[src/rtl/core/dcsma_pkg.sv]
// Package for the dual-channel scaled moving average block.
// Holds widths, scale factors and reciprocal constants for the constant dividers.
// No dependencies.
`timescale 1ns / 1ps
`default_nettype none

package dcsma_pkg;

  localparam int RAW_W  = 12;
  localparam int AVG0_W = 13;
  localparam int AVG1_W = 12;
  localparam int DIG_W  = 4;

  localparam int WINDOW = 20;
  localparam int WIN_LG = $clog2(WINDOW);
  localparam int SLOT_W = (WIN_LG < 1) ? 1 : WIN_LG;

  // Scale factors.
  localparam int CH0_NUM = 5052;
  localparam int CH0_DEN = 3274;
  localparam int CH1_NUM = 999;
  localparam int CH1_DEN = 1850;

  // Products of a raw sample and its numerator.
  localparam int P0_W = RAW_W + $clog2(CH0_NUM);
  localparam int P1_W = RAW_W + $clog2(CH1_NUM);

  // Division by a constant d for dividends below 2^N: multiply by
  // ceil(2^(N+l)/d) with l = clog2(d) and keep the bits above N+l. This is
  // exact for every dividend in range, so no correction step is needed.
  localparam int CH0_SH = P0_W + $clog2(CH0_DEN);
  localparam int R0_W   = P0_W + 1;
  localparam logic [R0_W-1:0] CH0_RECIP =
    R0_W'(((64'd1 << CH0_SH) + 64'(CH0_DEN) - 64'd1) / 64'(CH0_DEN));

  localparam int CH1_SH = P1_W + $clog2(CH1_DEN);
  localparam int R1_W   = P1_W + 1;
  localparam logic [R1_W-1:0] CH1_RECIP =
    R1_W'(((64'd1 << CH1_SH) + 64'(CH1_DEN) - 64'd1) / 64'(CH1_DEN));

  // Running sums hold up to WINDOW scaled values.
  localparam int SUM0_W = AVG0_W + WIN_LG;
  localparam int SUM1_W = AVG1_W + WIN_LG;

  localparam int WS0_SH = SUM0_W + WIN_LG;
  localparam int WR0_W  = SUM0_W + 1;
  localparam logic [WR0_W-1:0] WIN0_RECIP =
    WR0_W'(((64'd1 << WS0_SH) + 64'(WINDOW) - 64'd1) / 64'(WINDOW));

  localparam int WS1_SH = SUM1_W + WIN_LG;
  localparam int WR1_W  = SUM1_W + 1;
  localparam logic [WR1_W-1:0] WIN1_RECIP =
    WR1_W'(((64'd1 << WS1_SH) + 64'(WINDOW) - 64'd1) / 64'(WINDOW));

  // Decimal split of a value below 2^AVG0_W.
  localparam int Q1000_W = 4;
  localparam int Q100_W  = 7;
  localparam int Q10_W   = 10;

  localparam int D1000_SH = AVG0_W + 10;
  localparam int D1000_RW = AVG0_W + 1;
  localparam logic [D1000_RW-1:0] D1000_RECIP =
    D1000_RW'(((64'd1 << D1000_SH) + 64'd999) / 64'd1000);

  localparam int D100_SH = AVG0_W + 7;
  localparam int D100_RW = AVG0_W + 1;
  localparam logic [D100_RW-1:0] D100_RECIP =
    D100_RW'(((64'd1 << D100_SH) + 64'd99) / 64'd100);

  localparam int D10_SH = AVG0_W + 4;
  localparam int D10_RW = AVG0_W + 1;
  localparam logic [D10_RW-1:0] D10_RECIP =
    D10_RW'(((64'd1 << D10_SH) + 64'd9) / 64'd10);

  typedef struct packed {
    logic load_q;   // quotient stage takes a new average
    logic load_d;   // digit stage takes the quotients
  } digit_ctl_t;

  typedef struct packed {
    logic [DIG_W-1:0] thousands;
    logic [DIG_W-1:0] hundreds;
    logic [DIG_W-1:0] tens;
    logic [DIG_W-1:0] units;
  } digits_t;

endpackage

`default_nettype wire

[src/rtl/core/dcsma_ifs.sv]
// Handshake interfaces for the sample and result channels.
// Depends on dcsma_pkg for field widths.
`timescale 1ns / 1ps
`default_nettype none

interface dcsma_in_if;
  logic                         valid;
  logic                         ready;
  logic [dcsma_pkg::RAW_W-1:0]  ch0_raw;
  logic [dcsma_pkg::RAW_W-1:0]  ch1_raw;

  modport source (output valid, ch0_raw, ch1_raw, input ready);
  modport sink   (input valid, ch0_raw, ch1_raw, output ready);
endinterface

interface dcsma_out_if;
  logic                         valid;
  logic                         ready;
  logic [dcsma_pkg::AVG0_W-1:0] ch0_average;
  logic [dcsma_pkg::AVG1_W-1:0] ch1_average;
  logic [dcsma_pkg::DIG_W-1:0]  ch0_thousands;
  logic [dcsma_pkg::DIG_W-1:0]  ch0_hundreds;
  logic [dcsma_pkg::DIG_W-1:0]  ch0_tens;
  logic [dcsma_pkg::DIG_W-1:0]  ch0_units;
  logic [dcsma_pkg::DIG_W-1:0]  ch1_thousands;
  logic [dcsma_pkg::DIG_W-1:0]  ch1_hundreds;
  logic [dcsma_pkg::DIG_W-1:0]  ch1_tens;
  logic [dcsma_pkg::DIG_W-1:0]  ch1_units;

  modport source (output valid, ch0_average, ch1_average,
                  ch0_thousands, ch0_hundreds, ch0_tens, ch0_units,
                  ch1_thousands, ch1_hundreds, ch1_tens, ch1_units,
                  input ready);
  modport sink   (input valid, ch0_average, ch1_average,
                  ch0_thousands, ch0_hundreds, ch0_tens, ch0_units,
                  ch1_thousands, ch1_hundreds, ch1_tens, ch1_units,
                  output ready);
endinterface

`default_nettype wire

[src/rtl/core/dcsma_digits.sv]
// Two-stage decimal splitter for one channel average.
// Depends on dcsma_pkg; control comes from the pipeline in the top level.
`timescale 1ns / 1ps
`default_nettype none

module dcsma_digits (
  input  wire                          clk,
  input  wire dcsma_pkg::digit_ctl_t   ctl,
  input  wire [dcsma_pkg::AVG0_W-1:0]  avg_in,
  output logic [dcsma_pkg::AVG0_W-1:0] avg_out,
  output dcsma_pkg::digits_t           digits
);

  localparam int M1000_W = dcsma_pkg::AVG0_W + dcsma_pkg::D1000_RW;
  localparam int M100_W  = dcsma_pkg::AVG0_W + dcsma_pkg::D100_RW;
  localparam int M10_W   = dcsma_pkg::AVG0_W + dcsma_pkg::D10_RW;

  logic [M1000_W-1:0] m1000;
  logic [M100_W-1:0]  m100;
  logic [M10_W-1:0]   m10;

  logic [dcsma_pkg::AVG0_W-1:0]  avg_q;
  logic [dcsma_pkg::Q1000_W-1:0] q1000;
  logic [dcsma_pkg::Q100_W-1:0]  q100;
  logic [dcsma_pkg::Q10_W-1:0]   q10;

  logic [dcsma_pkg::Q100_W-1:0]  hund_full;
  logic [dcsma_pkg::Q10_W-1:0]   tens_full;
  logic [dcsma_pkg::AVG0_W-1:0]  units_full;

  assign m1000 = M1000_W'(avg_in) * M1000_W'(dcsma_pkg::D1000_RECIP);
  assign m100  = M100_W'(avg_in) * M100_W'(dcsma_pkg::D100_RECIP);
  assign m10   = M10_W'(avg_in) * M10_W'(dcsma_pkg::D10_RECIP);

  always_ff @(posedge clk) begin
    if (ctl.load_q) begin
      avg_q <= avg_in;
      q1000 <= m1000[dcsma_pkg::D1000_SH +: dcsma_pkg::Q1000_W];
      q100  <= m100[dcsma_pkg::D100_SH +: dcsma_pkg::Q100_W];
      q10   <= m10[dcsma_pkg::D10_SH +: dcsma_pkg::Q10_W];
    end
  end

  // Each digit below the thousands is a quotient less ten times the next coarser quotient.
  assign hund_full  = q100 - dcsma_pkg::Q100_W'(q1000 * 7'd10);
  assign tens_full  = q10 - dcsma_pkg::Q10_W'(q100 * 10'd10);
  assign units_full = avg_q - dcsma_pkg::AVG0_W'(q10 * 13'd10);

  always_ff @(posedge clk) begin
    if (ctl.load_d) begin
      avg_out          <= avg_q;
      digits.thousands <= q1000;
      digits.hundreds  <= hund_full[dcsma_pkg::DIG_W-1:0];
      digits.tens      <= tens_full[dcsma_pkg::DIG_W-1:0];
      digits.units     <= units_full[dcsma_pkg::DIG_W-1:0];
    end
  end

endmodule

`default_nettype wire

[src/rtl/core/dual_channel_scaled_moving_average_top.sv]
// Items pass the input, product, scale, sum, average and digit registers.
// Throughput: one item per cycle; each stage holds when the next is full,
// and only the running-sum stage carries state from one item to the next.
// Reset clears the pipeline valid bits, both rings, both sums and the slot
// counter, so the first WINDOW items average against zeros.
// Top level: scaling, ring and running sums, averaging; uses dcsma_pkg,
// dcsma_ifs and dcsma_digits.
`timescale 1ns / 1ps
`default_nettype none

module dual_channel_scaled_moving_average_top (
  input  wire          clk,
  input  wire          rst,
  dcsma_in_if.sink     sample_in,
  dcsma_out_if.source  result_out
);

  localparam int PM0_W = dcsma_pkg::P0_W + dcsma_pkg::R0_W;
  localparam int PM1_W = dcsma_pkg::P1_W + dcsma_pkg::R1_W;
  localparam int AM0_W = dcsma_pkg::SUM0_W + dcsma_pkg::WR0_W;
  localparam int AM1_W = dcsma_pkg::SUM1_W + dcsma_pkg::WR1_W;

  // Stage valid bits and the ready chain.
  logic v1, v2, v3, v4, v5, v6, v7;
  logic rdy1, rdy2, rdy3, rdy4, rdy5, rdy6, rdy7;

  assign rdy7 = !v7 || result_out.ready;
  assign rdy6 = !v6 || rdy7;
  assign rdy5 = !v5 || rdy6;
  assign rdy4 = !v4 || rdy5;
  assign rdy3 = !v3 || rdy4;
  assign rdy2 = !v2 || rdy3;
  assign rdy1 = !v1 || rdy2;

  assign sample_in.ready = rdy1;

  logic load1, load2, load3, load4, load5;
  dcsma_pkg::digit_ctl_t dctl;

  assign load1       = sample_in.valid && rdy1;
  assign load2       = v1 && rdy2;
  assign load3       = v2 && rdy3;
  assign load4       = v3 && rdy4;
  assign load5       = v4 && rdy5;
  assign dctl.load_q = v5 && rdy6;
  assign dctl.load_d = v6 && rdy7;

  always_ff @(posedge clk) begin
    if (rst) begin
      v1 <= 1'b0;
      v2 <= 1'b0;
      v3 <= 1'b0;
      v4 <= 1'b0;
      v5 <= 1'b0;
      v6 <= 1'b0;
      v7 <= 1'b0;
    end else begin
      if (rdy1) v1 <= sample_in.valid;
      if (rdy2) v2 <= v1;
      if (rdy3) v3 <= v2;
      if (rdy4) v4 <= v3;
      if (rdy5) v5 <= v4;
      if (rdy6) v6 <= v5;
      if (rdy7) v7 <= v6;
    end
  end

  // Stage 1: input register.
  logic [dcsma_pkg::RAW_W-1:0] raw0, raw1;

  always_ff @(posedge clk) begin
    if (load1) begin
      raw0 <= sample_in.ch0_raw;
      raw1 <= sample_in.ch1_raw;
    end
  end

  // Stage 2: multiply by the numerators.
  logic [dcsma_pkg::P0_W-1:0] prod0;
  logic [dcsma_pkg::P1_W-1:0] prod1;

  always_ff @(posedge clk) begin
    if (load2) begin
      prod0 <= dcsma_pkg::P0_W'(raw0) * dcsma_pkg::P0_W'(dcsma_pkg::CH0_NUM);
      prod1 <= dcsma_pkg::P1_W'(raw1) * dcsma_pkg::P1_W'(dcsma_pkg::CH1_NUM);
    end
  end

  // Stage 3: divide by the denominators through exact reciprocals.
  logic [PM0_W-1:0] quot0_full;
  logic [PM1_W-1:0] quot1_full;
  logic [dcsma_pkg::AVG0_W-1:0] scaled0;
  logic [dcsma_pkg::AVG1_W-1:0] scaled1;

  assign quot0_full = PM0_W'(prod0) * PM0_W'(dcsma_pkg::CH0_RECIP);
  assign quot1_full = PM1_W'(prod1) * PM1_W'(dcsma_pkg::CH1_RECIP);

  always_ff @(posedge clk) begin
    if (load3) begin
      scaled0 <= quot0_full[dcsma_pkg::CH0_SH +: dcsma_pkg::AVG0_W];
      scaled1 <= quot1_full[dcsma_pkg::CH1_SH +: dcsma_pkg::AVG1_W];
    end
  end

  // Stage 4: ring write and running-sum update. The sums are the stage
  // registers, and apart from reset they only move when an item enters this stage.
  logic [dcsma_pkg::AVG0_W-1:0] ring0 [dcsma_pkg::WINDOW];
  logic [dcsma_pkg::AVG1_W-1:0] ring1 [dcsma_pkg::WINDOW];
  logic [dcsma_pkg::SUM0_W-1:0] sum0, sum0_next;
  logic [dcsma_pkg::SUM1_W-1:0] sum1, sum1_next;
  logic [dcsma_pkg::SLOT_W-1:0] slot, slot_next;

  assign sum0_next = sum0 + dcsma_pkg::SUM0_W'(scaled0)
                   - dcsma_pkg::SUM0_W'(ring0[slot]);
  assign sum1_next = sum1 + dcsma_pkg::SUM1_W'(scaled1)
                   - dcsma_pkg::SUM1_W'(ring1[slot]);
  assign slot_next = (slot == dcsma_pkg::SLOT_W'(dcsma_pkg::WINDOW - 1))
                   ? '0 : slot + dcsma_pkg::SLOT_W'(1);

  always_ff @(posedge clk) begin
    if (rst) begin
      for (int i = 0; i < dcsma_pkg::WINDOW; i++) begin
        ring0[i] <= '0;
        ring1[i] <= '0;
      end
      sum0 <= '0;
      sum1 <= '0;
      slot <= '0;
    end else if (load4) begin
      ring0[slot] <= scaled0;
      ring1[slot] <= scaled1;
      sum0        <= sum0_next;
      sum1        <= sum1_next;
      slot        <= slot_next;
    end
  end

  // Stage 5: divide the sums by the window length.
  logic [AM0_W-1:0] avg0_full;
  logic [AM1_W-1:0] avg1_full;
  logic [dcsma_pkg::AVG0_W-1:0] avg0;
  logic [dcsma_pkg::AVG1_W-1:0] avg1;

  assign avg0_full = AM0_W'(sum0) * AM0_W'(dcsma_pkg::WIN0_RECIP);
  assign avg1_full = AM1_W'(sum1) * AM1_W'(dcsma_pkg::WIN1_RECIP);

  always_ff @(posedge clk) begin
    if (load5) begin
      avg0 <= avg0_full[dcsma_pkg::WS0_SH +: dcsma_pkg::AVG0_W];
      avg1 <= avg1_full[dcsma_pkg::WS1_SH +: dcsma_pkg::AVG1_W];
    end
  end

  // Stages 6 and 7: decimal split and the output register.
  logic [dcsma_pkg::AVG0_W-1:0] avg0_out, avg1_out;
  dcsma_pkg::digits_t           dig0, dig1;

  dcsma_digits u_digits0 (
    .clk     (clk),
    .ctl     (dctl),
    .avg_in  (avg0),
    .avg_out (avg0_out),
    .digits  (dig0)
  );

  dcsma_digits u_digits1 (
    .clk     (clk),
    .ctl     (dctl),
    .avg_in  (dcsma_pkg::AVG0_W'(avg1)),
    .avg_out (avg1_out),
    .digits  (dig1)
  );

  assign result_out.valid         = v7;
  assign result_out.ch0_average   = avg0_out;
  assign result_out.ch1_average   = avg1_out[dcsma_pkg::AVG1_W-1:0];
  assign result_out.ch0_thousands = dig0.thousands;
  assign result_out.ch0_hundreds  = dig0.hundreds;
  assign result_out.ch0_tens      = dig0.tens;
  assign result_out.ch0_units     = dig0.units;
  assign result_out.ch1_thousands = dig1.thousands;
  assign result_out.ch1_hundreds  = dig1.hundreds;
  assign result_out.ch1_tens      = dig1.tens;
  assign result_out.ch1_units     = dig1.units;

endmodule

`default_nettype wire

[src/flat_wrapper.sv]
// flat-port wrapper written by rule: the top's interface ports become plain ports
module dual_channel_scaled_moving_average_top_flat 
  (clk, rst, sample_in_valid, sample_in_ch0_raw, sample_in_ch1_raw, sample_in_ready, result_out_valid, result_out_ch0_average, result_out_ch1_average, result_out_ch0_thousands, result_out_ch0_hundreds, result_out_ch0_tens, result_out_ch0_units, result_out_ch1_thousands, result_out_ch1_hundreds, result_out_ch1_tens, result_out_ch1_units, result_out_ready);
  dcsma_in_if sample_in_i ();
  dcsma_out_if result_out_i ();
  input  wire clk;
  input  wire rst;
  input wire logic [$bits(sample_in_i.valid)-1:0] sample_in_valid;
  input wire logic [$bits(sample_in_i.ch0_raw)-1:0] sample_in_ch0_raw;
  input wire logic [$bits(sample_in_i.ch1_raw)-1:0] sample_in_ch1_raw;
  output wire logic [$bits(sample_in_i.ready)-1:0] sample_in_ready;
  output wire logic [$bits(result_out_i.valid)-1:0] result_out_valid;
  output wire logic [$bits(result_out_i.ch0_average)-1:0] result_out_ch0_average;
  output wire logic [$bits(result_out_i.ch1_average)-1:0] result_out_ch1_average;
  output wire logic [$bits(result_out_i.ch0_thousands)-1:0] result_out_ch0_thousands;
  output wire logic [$bits(result_out_i.ch0_hundreds)-1:0] result_out_ch0_hundreds;
  output wire logic [$bits(result_out_i.ch0_tens)-1:0] result_out_ch0_tens;
  output wire logic [$bits(result_out_i.ch0_units)-1:0] result_out_ch0_units;
  output wire logic [$bits(result_out_i.ch1_thousands)-1:0] result_out_ch1_thousands;
  output wire logic [$bits(result_out_i.ch1_hundreds)-1:0] result_out_ch1_hundreds;
  output wire logic [$bits(result_out_i.ch1_tens)-1:0] result_out_ch1_tens;
  output wire logic [$bits(result_out_i.ch1_units)-1:0] result_out_ch1_units;
  input wire logic [$bits(result_out_i.ready)-1:0] result_out_ready;
  assign sample_in_i.valid = sample_in_valid;
  assign sample_in_i.ch0_raw = sample_in_ch0_raw;
  assign sample_in_i.ch1_raw = sample_in_ch1_raw;
  assign sample_in_ready = sample_in_i.ready;
  assign result_out_valid = result_out_i.valid;
  assign result_out_ch0_average = result_out_i.ch0_average;
  assign result_out_ch1_average = result_out_i.ch1_average;
  assign result_out_ch0_thousands = result_out_i.ch0_thousands;
  assign result_out_ch0_hundreds = result_out_i.ch0_hundreds;
  assign result_out_ch0_tens = result_out_i.ch0_tens;
  assign result_out_ch0_units = result_out_i.ch0_units;
  assign result_out_ch1_thousands = result_out_i.ch1_thousands;
  assign result_out_ch1_hundreds = result_out_i.ch1_hundreds;
  assign result_out_ch1_tens = result_out_i.ch1_tens;
  assign result_out_ch1_units = result_out_i.ch1_units;
  assign result_out_i.ready = result_out_ready;
  dual_channel_scaled_moving_average_top u_core (.clk(clk), .rst(rst), .sample_in(sample_in_i), .result_out(result_out_i));
endmodule
[config.mk]
export PLATFORM = sky130hd
export DESIGN_NAME = dual_channel_scaled_moving_average_top_flat
export DESIGN_NICKNAME = d
export VERILOG_FILES = /design/src/rtl/core/dcsma_pkg.sv /design/src/rtl/core/dcsma_ifs.sv /design/src/rtl/core/dcsma_digits.sv /design/src/rtl/core/dual_channel_scaled_moving_average_top.sv /design/src/flat_wrapper.sv
export SDC_FILE = /design/constraint.sdc
export NUM_CORES = 2
export LEC_CHECK = 0
export ABC_AREA = 0
export BUFFER_PORTS_ARGS = -buffer_cell sky130_fd_sc_hd__buf_2
export CORE_MARGIN = 3
export CORE_UTILIZATION = 45
export DETAILED_ROUTE_END_ITERATION = 8
export SYNTH_ARGS = -nofsm -noshare
export SYNTH_HDL_FRONTEND = slang
export SYNTH_SLANG_ARGS = --single-unit
[constraint.sdc]
create_clock -name clk -period 11.2 [get_ports clk]
set_clock_uncertainty 0.15 [all_clocks]
set_input_delay 1.12 -clock clk [delete_from_list [all_inputs] [get_ports clk]]
set_output_delay 1.12 -clock clk [all_outputs]
set_load 0.01 [all_outputs]
==> impl_metrics.tcl <==
set metrics [dict create \
    outcome "finished, final reports clean" \
    criticalPathCategory "reg -> reg" \
    synth-edff-count 1021 \
    tns_ns 0 \
    via_count 49700 \
    setup_viol 0 \
    antenna_found_initial 2 \
    path_clk_slew_ns 0.06 \
    wl_per_cell_microns 20.8 \
    grt_pass1_vias 53400 \
    htreeDepth 3 \
    route.detailed.drc 0 \
    syn_nets 8741 \
    path_cells "ha_1 > inv_1 > fa_1 > fa_1 > fa_1 > inv_1 > fa_1 > fa_1 > fa_1 > ha_1 > a21o_1 > a21o_1 > a211oi_1 > nand4_1 > a211oi_1 > a21oi_1 > a31oi_1 > a21oi_1 > xor2_1" \
    period_needed_ns 7.21 \
    wirelength_microns 194000 \
    max_freq_mhz 139 \
    ys_seq_area_share_pct 37.4 \
    post_cts_buffers 0 \
    viasPerCell 5.34 \
    multi_input_area_sq_mm 0.0468 \
    finalHoldViolations 0 \
    track_usage_pct 20.6 \
    drive_gt1_share_pct 10.0 \
    cp_top_family "adder cells" \
    synth_cells 6698 \
    end_kind "flop" \
    cts_tree "built" \
    placementRows 158 \
    die_h_microns 440 \
    dp_hpwl_microns 141000 \
    grt_pass1_wl_microns 308000 \
    cap_violations 0 \
    place_inst 9101 \
    drv_slew 0 \
    cpPeakStageDelay_ns 0.66 \
    synth_area_leaders "edfxtp_1 36%, fa_1 19%, ha_1 18%" \
    nets 8779 \
    netlist_area_sq_mm 0.0847 \
    cts_buffers 113 \
    path_buf_inv 2 \
    fin_cells 9311 \
    clkLatencyLatePin_ns 0.75 \
    yosysWarnings 0 \
    netlist.area_leader.share_pct 36.2 \
    hold_path_class "reg -> reg" \
    grt.overflow.total 0 \
    ys_ff_latch 1073 \
    area_growth_pct 8.51 \
    min_period_over_period_pct 64.4 \
    whs_ns 0.267 \
    dr.pass1.iters 7 \
    critPathLaunchType "flop" \
    cts_root_buffer "clkbuf_16" \
    die_width_microns 440 \
    ant_nets 0 \
    num_antenna_cells 0 \
    ioPinCount 87 \
    detail_route.iter0.violations 3112 \
    gp_congestion 0.879 \
    numPortBuffers 85 \
    initial_core_util_pct 45.5 \
    crit_top_cell "fa_1" \
    synth_flop_cell "edfxtp_1" \
    worst_slew_pin_slew_ns 1.08 \
    yosysTopAreaCell "edfxtp_1" \
    regArea_sq_mm 0.0317 \
    clock-sinks 1073 \
    async_flop_share_pct 0 \
    critPathMaxFanout 5 \
    synth_cell_types 70 \
    grt_setup_unrepaired "false" \
    die_area_sq_mm 0.193 \
    crit_arrival_ns 7.54 \
    grt_max_degree 120 \
    slowest_stage "a211oi_1" \
    nFillCells 16400 \
    cts_buffer_depth 3 \
    critPathRequiredTime_ns 11.53 \
    syn_area_per_cell_sq_um 12.6 \
    slew_headroom_pct 28.2 \
    cts_hold_buf 0 \
    coreArea_sq_mm 0.186 \
    ctsResizeCount 0 \
]
[registers in the layout, indices dropped and copies added, names as in the netlist, 5 cells and up, named ones only]
signal	cells
u_core.sum0	18
u_core.sum1	17
u_core.u_digits1.avg_q	12
u_core.raw1	12
u_core.raw0	12
u_core.slot	5
u_core.u_digits1.avg_out	11
u_core.avg1	12
u_core.u_digits1.digits	15
u_core.u_digits0.avg_out	13
u_core.ring0	416
u_core.u_digits0.avg_q	13
u_core.prod0	23
u_core.ring1	384
u_core.scaled1	12
u_core.avg0	13
u_core.scaled0	13
u_core.u_digits0.digits	15
u_core.prod1	22
[placed cells by master (no fill, tap or decap), types with 26 or more instances in the layout]
master	synthesis	layout
nand2_1	101	96
buf_4	3	84
edfxtp_1	1021	1021
fa_1	806	806
buf_2	0	85
mux2_2	26	26
nand3_1	50	50
nor2b_1	31	28
inv_1	1490	1489
dfxtp_1	52	48
nor3_1	541	541
xor2_1	40	40
a21o_1	70	70
xnor2_1	117	117
mux4_2	250	250
nor2_1	110	98
o21ai_0	96	76
ha_1	1209	1209
clkbuf_16	0	114
a21oi_1	147	147
[metal layers]
| layer | global-route usage, % | up-vias | routed length (microns) | share of wire (%) |
|---|---|---|---|---|
| met3 | 2.41 | 264 | 8450 | 4.4 |
| met2 | 36.3 | 1103 | 97600 | 50 |
| met4 | 4.93 | 0 | 4970 | 2.6 |
| met1 | 27.1 | 25300 | 82600 | 43 |
| met5 | 0 | - | 0 | 0 |
| li1 | - | 23000 | - | - |
[final cells by class]
cell class	instances	area share, %
multi-input combinational	3887	50.9
sequential	1073	34.5
inverter	1490	6.09
tap	2480	3.38
clock buffer	138	3.20
timing repair buffer	171	1.19
clock inverter	72	0.709
[per-stage QoR]
step / util, % / instance area [sq um] / setup slack [ns]
after global routing: 49.4 / 91900 / 3.56
after CTS: 49.4 / 91900 / 3.92
after detailed placement: 47.4 / 88300 / 3.93
after global placement: 47.4 / 88300 / 3.98
final: 49.4 / 91900 / 3.99
after floorplan: - / 84700 / 4.60
[cells in the mapped netlist (21+ instances only)]
cell         n
a21oi_1    147
mux2_2      26
buf_1       28
xor2_1      40
nor2_1     110
ha_1      1209
mux4_2     250
dfxtp_1     52
nand2_1    101
o21a_1      24
clkbuf_1   217
or3_1       21
fa_1       806
a211oi_1    23
xnor2_1    117
o21ai_0     96
nor2b_1     31
edfxtp_1  1021
nor3_1     541
inv_1     1490
a21o_1      70
nand3_1     50
[cell families (layout without fill, tap and decap cells)]
family	after synthesis	count (layout)	synth area share [%]
AO/OA/AOI/OAI	475	475	3.64
XOR/XNOR	157	157	1.62
adder cells (fa/ha/maj)	2015	2015	36.9
buffers and inverters	1738	1871	7.72
flip-flops	1073	1073	37.4
multiplexers	280	280	7.04
other	1	1	0.00443
AND/OR/NAND/NOR	959	959	5.64
[path summary, 6_finish.rpt]
kind                            slack, ns  depth (start not counted)                           to                      start
worst min register to register       0.27                          0  u_core.u_digits1.avg_out[6]  u_core.u_digits1.avg_q[6]
worst min-delay path                 0.27                          0  u_core.u_digits1.avg_out[6]  u_core.u_digits1.avg_q[6]
worst max register to register       3.99                         19           u_core.scaled1[10]            u_core.prod1[9]
worst max-delay path                 3.99                         19           u_core.scaled1[10]            u_core.prod1[9]
Power is left out: the tool's default activity adds up to more than one toggle a clock period on the data nets, which glitch-free logic cannot reach.
